--- config.mk ---
export PLATFORM = sky130hd
export DESIGN_NAME = lzw_out
export DESIGN_NICKNAME = d
export VERILOG_FILES = /design/src/rtl/lzw_out.sv
export SDC_FILE = /design/constraint.sdc
export NUM_CORES = 1
export LEC_CHECK = 0
export ABC_CLOCK_PERIOD_IN_PS = 800
export BUFFER_PORTS_ARGS = -buffer_cell sky130_fd_sc_hd__buf_2
export CORE_AREA = 2 2 39 41
export CTS_CLUSTER_DIAMETER = 30
export DETAILED_ROUTE_END_ITERATION = 12
export DIE_AREA = 0 0 41 43
export GPL_ROUTABILITY_DRIVEN = 0
export PLACE_DENSITY = 0.71
export SLEW_MARGIN = 20
export SYNTH_ARGS = -nofsm -noshare
export SYNTH_HDL_FRONTEND = slang
export SYNTH_SLANG_ARGS = --single-unit
--- constraint.sdc ---
create_clock -name clk -period 0.8 [get_ports clk]
set_input_delay 0.12 -clock clk [delete_from_list [all_inputs] [get_ports clk]]
set_output_delay 0.12 -clock clk [all_outputs]
set_load 0.005 [all_outputs]
--- src/rtl/lzw_out.sv ---
// ----------------------------------------------------------------------------
// lzw_out
// Output register holding one result beat until the sink takes it.
// ----------------------------------------------------------------------------
module lzw_out #(
  parameter int CODE_BITS = 12
) (
  input  logic                 clk,
  input  logic                 rst,
  input  logic                 push,
  input  logic [CODE_BITS-1:0] push_code,
  input  logic                 push_end,
  input  logic                 push_last,
  output logic                 can_push,
  output logic                 out_valid,
  input  logic                 out_ready,
  output logic [CODE_BITS-1:0] code,
  output logic                 message_end,
  output logic                 run_last
);

  assign can_push = !out_valid || out_ready;

  always_ff @(posedge clk) begin
    if (rst) begin
      out_valid <= 1'b0;
    end else if (push) begin
      out_valid <= 1'b1;
    end else if (out_ready) begin
      out_valid <= 1'b0;
    end
  end

  always_ff @(posedge clk) begin
    if (push) begin
      code        <= push_code;
      message_end <= push_end;
      run_last    <= push_last;
    end
  end

endmodule

==> run summary, run 1 <==
total CTS buffers: 3
Iteration-0 DRC Markers: 2
routed vias: 320
clk_skew: 0 ps
Largest stage delay, worst path: 390 ps
Diodes inserted: 0
Area Overhead vs Synth: 61.4%
Yosys cell types: 5
leakage power: 0.337 nW
Final nets: 81
Worst Setup Path Type: flop to primary output
grt ovf: 0
CTS max path bufs: 2
Die W: 41 um
RSZ-0062 raised after global routing: yes
# rows: 14
Post-DP Area: 652 um^2
Max transition margin: 79.1%
# port buffers: 33
Synthesis Warnings: 0
Slew @ Worst Pin: 314 ps
worst-path fanout max: 1
pwr/cell area: 1990 nW/um^2
CP Launch Type: flop
IO Pins: 34
Hold Path Class: input pin to flop
CP Buf/Inv Count: 1
Seq/Total Area, Yosys: 94.4%
most frequent cells in the layout: 32 x buf_2, 14 x edfxtp_1, 6 x dlygate4sd3_1
MaxCap Viol Count: 0
crit path cell chain: buf_2
VDD IR max: 1.13 mV
top cell type by total area after synthesis: edfxtp_1
reg-to-reg slack, setup: 80 ps
GRT Total Usage: 10.5%
Crit Reg-Reg Endpoint: out_valid
# fillers: 128
WL per Instance: 11.5 um
final instance area: 753 um^2
Max Clock Freq: 1090 MHz
clock root buffer: clkbuf_4
count of pins over their slew limit: 0
TritonCTS clock tree: built
failing checks: negative setup slack
vias in the first global route: 298
die area: 1760 um^2
Final Hold Violating Endpoints: 0
status: finished, violations left
Core Area: 1380 um^2
Setup Viol. Count Final: 16
most common cell after layout, fill and taps aside: buf_2
vias per cell: 4.10
layout cells sized above 1: 64.5%
DRT Wirelength: 894 um
critical path depth: 1
worst endpoint required time: 680 ps
register area: 442 um^2
DRT Pass-1 Iters: 2
r2r worst-path depth: 3
crit path to: code[7]
arrival time at the worst endpoint: 790 ps
clk slew on worst S/H paths: 80 ps
Setup crit end kind: primary output
largest net degree at the start of global routing: 16
multi-input logic area: 22.5 um^2
fin crit share: 114%
Setup WS post-layout: -114 ps
synthesized area: 467 um^2
clock tree sinks: 15
flops & latches, synth: 15
initial antenna violation count: 0
Crit Reg-Reg Startpoint: out_valid
cell family with most CP delay: flip-flops
fin util: 54.4%
synth top area cells: edfxtp_1 90%, dfxtp_1 4.3%, nand2b_4 2.9%
first-pass GRT wire length: 1160 um
Initial Util: 33.7%
syn nets: 36
chip height: 43 um
Tmin final: 914 ps
DRT antenna net count: 0
DRC viols: 0
htree depth: 1
worst skew pair latency: 270 ps
hold depth: 1
Mean Syn Cell Area: 25.9 um^2
Syn Inst Count: 18
critical path startpoint: code[7]
post-synth top area share: 90.1%
CP max-delay cell: edfxtp_1
dpl hpwl: 651 um
## final cells by class
type | instances | area share, %
sequential | 15 | 58.6
timing repair buffer | 40 | 31.7
clock buffer | 4 | 3.49
multi-input combinational | 2 | 2.99
tap | 16 | 2.66
inverter | 1 | 0.498
## metal layers
layer	vias to the layer above	GRT usage, %	part of all wire, %
li1	156	-	-
met1	132	12.4	44
met2	32	15.0	43
met3	0	3.66	14
met4	0	8.00	0
met5	-	0	0
## state kept, by name (all words and copies together), names as in the netlist
signal and flops:
run_last 1, code 12, message_end 1, out_valid 1
## timing repair
action | 4_1_cts | 5_1_grt
setup buffers | 0 | 1
hold endpoints to repair | 1 | 5
resized for setup | 2 | 0
setup endpoints to repair | 16 | 16
pin swaps | 0 | 0
cloned | 0 | 0
hold buffers | 1 | 5
## cell usage after synthesis
master     n
a21oi_2    1
nand2b_4   1
inv_1      1
dfxtp_1    1
edfxtp_1  14
## kinds of logic after synthesis
family	count (synthesis)	share of synthesized area [%]
and+or+nand+nor	1	2.95
DFF	15	94.4
buffers and inverters	1	0.804
AOI/OAI and AO/OA	1	1.88
## power by group
| group | internal [mW] | switching, mW |
|---|---|---|
| clock | 0.193 | 0.209 |
| sequential | 0.924 | 0.0150 |
| combinational | 0.0975 | 0.0619 |
## worst min path at each step
| stage | from | to | slack, ps |
|---|---|---|---|
| 3_5_place_dp | rst | out_valid | 280 |
| 6_report | push_code[10] | code[10] | 20 |
| 4_1_cts | push_code[11] | code[11] | 7 |
| 5_1_grt | push_code[10] | code[10] | 1 |
| 2_1_floorplan | rst | out_valid | 180 |
| 3_3_place_gp | rst | out_valid | 280 |
## per-stage QoR
stage	worst slack (ps)	cells	hold slack (ps)	TNS [ps]	power [mW]
2_1_floorplan	193	18	182	0	0.978
3_3_place_gp	75.9	67	281	0	1.09
3_5_place_dp	47.9	67	284	0	1.09
4_1_cts	-134	72	7.14	-1600	1.50
5_1_grt	-164	78	1.47	-2170	1.60
6_report	-114	78	23.3	-1310	1.50
No activity file was read; power rests on OpenSTA's default activity.
==> inputs of run 2 (changes only) <==
- CTS_BUF_LIST: default -> sky130_fd_sc_hd__clkbuf_16
==> run 2 against run 1 <==
  * The flow still finishes with violations (negative setup slack)
  * Combinational power fell by 14%
  * Worst setup slack improved by 45 ps
  * Wire length fell by 0.67%
==> run summary, run 2 (synthesized netlist as in run 1, its figures left out) <==
Setup WS post-layout: -69.1 ps (was -114 ps)
WL per Instance: 12.3 um (was 11.5 um)
Setup crit end kind: primary output (unchanged)
leakage power: 0.339 nW (was 0.337 nW)
final cell count without fillers: 72 (was 78)
routed vias: 297 (was 320)
Initial Util: 33.7% (unchanged)
count of pins over their slew limit: 0 (unchanged)
Die W: 41 um (unchanged)
chip height: 43 um (unchanged)
Final nets: 75 (was 81)
most frequent cells in the layout: 32 x buf_2, 14 x edfxtp_1, 3 x clkbuf_16 (was 32 x buf_2, 14 x edfxtp_1, 6 x dlygate4sd3_1)
arrival time at the worst endpoint: 750 ps (was 790 ps)
clk_skew: 0 ps (unchanged)
Area Overhead vs Synth: 59.8% (was 61.4%)
Pwr Total: 2.00 mW (was 1.50 mW)
Biggest register: code (unchanged)
Max Clock Freq: 1150 MHz (was 1090 MHz)
IO Pins: 34 (unchanged)
vias per cell: 4.13 (was 4.10)
Final TNS setup: -640 ps (was -1310 ps)
fin util: 53.9% (was 54.4%)
Final Hold Violating Endpoints: 0 (unchanged)
largest net degree at the start of global routing: 16 (unchanged)
# rows: 14 (unchanged)
GR Util met3: 3.66% (unchanged)
Placed Instances: 67 (unchanged)
VDD IR max: 1.64 mV (was 1.13 mV)
Post-DP Area: 652 um^2 (unchanged)
routing usage on met1: 12.5% (was 12.4%)
initial antenna violation count: 0 (unchanged)
CTS max path bufs: 2 (unchanged)
TritonCTS clock tree: built (unchanged)
CP max-delay cell: edfxtp_1 (unchanged)
# fillers: 125 (was 128)
reg-to-reg slack, setup: 90 ps (was 80 ps)
multi-input logic area: 22.5 um^2 (unchanged)
max reg flops: 12 (unchanged)
crit path to: code[7] (unchanged)
CTS Hold Bufs: 0 (was 1)
pwr/cell area: 2680 nW/um^2 (was 1990 nW/um^2)
Tmin final: 869 ps (was 914 ps)
failing checks: negative setup slack (unchanged)
Largest stage delay, worst path: 370 ps (was 390 ps)
met2 Use GR: 15.3% (was 15.0%)
Diodes inserted: 0 (unchanged)
first-pass GRT wire length: 1180 um (was 1160 um)
r2r worst-path depth: 3 (unchanged)
grt ovf: 0 (unchanged)
DRT Wirelength: 888 um (was 894 um)
worst-path fanout max: 1 (unchanged)
DRT Pass-1 Iters: 3 (was 2)
crit path cell chain: buf_2 (unchanged)
critical path depth: 1 (unchanged)
Core Area: 1380 um^2 (unchanged)
Worst Setup Path Type: flop to primary output (unchanged)
Hold Path Class: input pin to flop (unchanged)
worst skew pair latency: 240 ps (was 270 ps)
Crit Reg-Reg Endpoint: out_valid (unchanged)
clock root buffer: clkbuf_16 (was clkbuf_4)
dpl hpwl: 651 um (unchanged)
CP Launch Type: flop (unchanged)
layout cells sized above 1: 71.4% (was 64.5%)
MaxCap Viol Count: 0 (unchanged)
Slew @ Worst Pin: 318 ps (was 314 ps)
critical path startpoint: code[7] (unchanged)
GRT Total Usage: 10.7% (was 10.5%)
total CTS buffers: 3 (unchanged)
worst endpoint required time: 680 ps (about the same)
GRT busiest layer: met2 (unchanged)
cell family with most CP delay: flip-flops (unchanged)
most common cell after layout, fill and taps aside: buf_2 (unchanged)
fin crit share: 109% (was 114%)
Setup Viol. Count Final: 16 (unchanged)
RSZ-0062 raised after global routing: yes (unchanged)
clk slew on worst S/H paths: 40 ps (was 80 ps)
DRT antenna net count: 0 (unchanged)
worst slack, placed: 47.9 ps (unchanged)
Iteration-0 DRC Markers: 4 (was 2)
# port buffers: 33 (unchanged)
DRC viols: 0 (unchanged)
Crit Reg-Reg Startpoint: out_valid (unchanged)
final instance area: 746 um^2 (was 753 um^2)
Max transition margin: 78.8% (was 79.1%)
die area: 1760 um^2 (unchanged)
clock tree sinks: 15 (unchanged)
htree depth: 1 (unchanged)
Fin Hold WS: 31.9 ps (was 23.3 ps)
CP Buf/Inv Count: 1 (unchanged)
register area: 442 um^2 (unchanged)
status: finished, violations left (unchanged)
vias in the first global route: 292 (was 298)
[run 2: changes by cell type in the layout (fill, tap and decap cells not counted), sizes merged]
cell	change
inv	+1
dlygate4sd3	-6
clkbuf	-1
[run 2: per-layer routing]
metal / part of all wire [%] / vias to the layer above / wire length, um
li1: - / 144 / -
met1: 41 / 121 / 363
met2: 43 / 32 / 380
met3: 16 / 0 / 143
met4: 0 / 0 / 0
met5: 0 / - / 0
[run 2: final cells by class]
cell class / instances / area share, %
clock inverter: 1 / 0.503
inverter: 1 / 0.503
multi-input combinational: 2 / 3.02
tap: 16 / 2.68
clock buffer: 3 / 10.1
sequential: 15 / 59.2
timing repair buffer: 34 / 24.0
[run 2: timing repair]
action	in CTS	in global routing
resized for setup	2	0
endpoints found under the setup margin	16	16
setup buffers	0	1
[run 2: where the power goes]
group / internal [mW] / total (mW) / leakage, nW / switching (mW)
Clock: 0.658 / 0.921 / 0.0423 / 0.263
Combinational: 0.0784 / 0.136 / 0.151 / 0.0579
Sequential: 0.929 / 0.944 / 0.146 / 0.0153
[run 2: how the worst min path moves through the flow]
| stage | from | end | slack (ps) | cells after the start |
|---|---|---|---|---|
| floorplan | rst | out_valid | 180 | 1 |
| global placement | rst | out_valid | 280 | 2 |
| detailed placement | rst | out_valid | 280 | 2 |
| CTS | rst | out_valid | 30 | 2 |
| global route | rst | out_valid | 20 | 2 |
| finish | rst | out_valid | 30 | 2 |
==> inputs of run 3 (changes only) <==
- ABC_CLOCK_PERIOD_IN_PS: 800 -> 1100
- REMOVE_ABC_BUFFERS: default -> 1
- clock period: 0.8 -> 1.1 ns (I/O delays scaled with it)
==> run 3 against run 2 <==
  * The run now ends clean
  * Wire length down 5.5%
  * Non-clock buffer count down 1
  * Cell count down 1.4%
  * Highest routed layer unchanged
==> run summary, run 3 (synthesized netlist as in run 1, its figures left out) <==
vias per cell: 4.15 (was 4.13)
fin util: 52.8% (was 53.9%)
clock share of power: 46.1% (was 46.0%)
Final Hold Violating Endpoints: 0 (unchanged)
Worst Hold Launch: rst (unchanged)
Final TNS setup: 0 ps (was -640 ps)
layout cells sized above 1: 69.1% (was 71.4%)
worst-path fanout max: 2 (was 1)
DRT Wirelength: 839 um (was 888 um)
first-pass GRT wire length: 1080 um (was 1180 um)
GRT Total Usage: 9.82% (was 10.7%)
status: complete, no violations (was finished, violations left)
htree depth: 1 (unchanged)
clk slew on worst S/H paths: 40 ps (about the same)
Worst Setup Path Type: flop to primary output (unchanged)
arrival time at the worst endpoint: 790 ps (was 750 ps)
# rows: 14 (unchanged)
Setup Viol. Count Final: 0 (was 16)
fin crit share: 86.5%
Flop pwr share: 47.5% (was 47.2%)
Diodes inserted: 0 (unchanged)
CTS max path bufs: 2 (unchanged)
Tmin final: 951 ps
Hold Path Class: input pin to flop (unchanged)
# port buffers: 33 (unchanged)
combinational power share: 6.4% (was 6.8%)
r2r worst-path depth: 2 (was 3)
VDD IR max: 0.971 mV (was 1.64 mV)
clock tree sinks: 15 (unchanged)
Core Area: 1380 um^2 (unchanged)
vias in the first global route: 273 (was 292)
worst hold endpoint: out_valid (unchanged)
P_sw: 239 uW (was 336 uW)
grt ovf: 0 (unchanged)
most common cell after layout, fill and taps aside: buf_2 (unchanged)
reg-to-reg slack, setup: 500 ps (was 90 ps)
die area: 1760 um^2 (unchanged)
DRT Pass-1 Iters: 4 (was 3)
initial antenna violation count: 0 (unchanged)
Area Overhead vs Synth: 56.6% (was 59.8%)
worst skew pair latency: 240 ps (about the same)
MaxCap Viol Count: 0 (unchanged)
Final nets: 74 (was 75)
DRC viols: 0 (unchanged)
Biggest register: code (unchanged)
leakage power: 0.331 nW (was 0.339 nW)
count of pins over their slew limit: 0 (unchanged)
total CTS buffers: 3 (unchanged)
Crit Reg-Reg Endpoint: out_valid (unchanged)
RSZ-0062 raised after global routing: no (was yes)
Sw Ratio: 16.6% (was 16.8%)
WL per Instance: 11.8 um (was 12.3 um)
Setup Buffers After CTS: 0 (unchanged)
most frequent cells in the layout: 33 x buf_2, 14 x edfxtp_1, 3 x clkbuf_16 (was 32 x buf_2, 14 x edfxtp_1, 3 x clkbuf_16)
clk_skew: 0 ps (unchanged)
Setup crit end kind: primary output (unchanged)
Max transition margin: 79.2% (was 78.8%)
chip height: 43 um (unchanged)
CP Launch Type: flop (unchanged)
hold depth: 2 (unchanged)
DRT antenna net count: 0 (unchanged)
pwr/cell area: 1980 nW/um^2 (was 2680 nW/um^2)
Internal Power: 1.21 mW (was 1.66 mW)
Initial Util: 33.7% (unchanged)
TritonCTS clock tree: built (unchanged)
routed vias: 295 (was 297)
CTS Hold Bufs: 0 (unchanged)
Max Clock Freq: 1050 MHz
IO Pins: 34 (unchanged)
post-cts resize count: 0 (was 2)
Slew @ Worst Pin: 312 ps (was 318 ps)
Iteration-0 DRC Markers: 4 (unchanged)
worst endpoint required time: 940 ps (was 680 ps)
max reg flops: 12 (unchanged)
largest net degree at the start of global routing: 16 (unchanged)
# fillers: 127 (was 125)
clock root buffer: clkbuf_16 (unchanged)
Crit Reg-Reg Startpoint: out_valid (unchanged)
Die W: 41 um (unchanged)
## run 3: cell types whose count changed in the layout (fill, tap and decap cells not counted), sizes merged
cell	change
buf	-1
## run 3: worst max-delay path, cell delays in order (launching register included)
cell,delay [ps]
dfxtp_1,360
nand2b_4,60
buf_2,120
## run 3: cell type report
| cell class | instances | area (um^2) | share of cell area, % |
|---|---|---|---|
| Tap cell | 16 | 20.0 | 2.74 |
| Timing Repair Buffer | 33 | 165 | 22.6 |
| Clock buffer | 3 | 75.1 | 10.3 |
| Clock inverter | 1 | 3.75 | 0.514 |
| Inverter | 1 | 3.75 | 0.514 |
| Sequential cell | 15 | 440 | 60.3 |
| Multi-Input combinational cell | 2 | 22.5 | 3.08 |
## run 3: how the worst max path moves through the flow
stage,cells past startpoint,startpoint,endpoint
finish,2,out_valid,can_push
global route,2,out_valid,can_push
CTS,2,out_valid,can_push
detailed placement,1,push,code[0]
global placement,1,push,code[6]
floorplan,2,out_valid,out_valid
## run 3: power groups by stage
stage / logic (mW) / clock network, mW / registers, mW
6_report: 0.0927 / 0.666 / 0.687
3_3_place_gp: 0.0948 / 0 / 0.695
2_1_floorplan: 0.00681 / 0 / 0.704
5_1_grt: 0.104 / 0.722 / 0.689
3_5_place_dp: 0.0950 / 0 / 0.697
4_1_cts: 0.0949 / 0.688 / 0.687
## run 3: metal layers
layer	GRT usage, %	up-vias	share of wire, %
li1	-	141	-
met1	12.4	118	44
met2	12.8	36	40
met3	2.09	0	16
met4	10.0	0	0
met5	0	-	0
## run 3: metrics by stage
stage,power (mW),hold slack [ps],instances,worst slack [ps],cell area (um^2)
3_5_place_dp,0.792,326,67,301,652
3_3_place_gp,0.789,326,67,331,652
6_report,1.45,78.7,71,149,731
2_1_floorplan,0.711,227,18,493,467
4_1_cts,1.47,72.7,71,141,731
5_1_grt,1.51,75.4,71,119,731
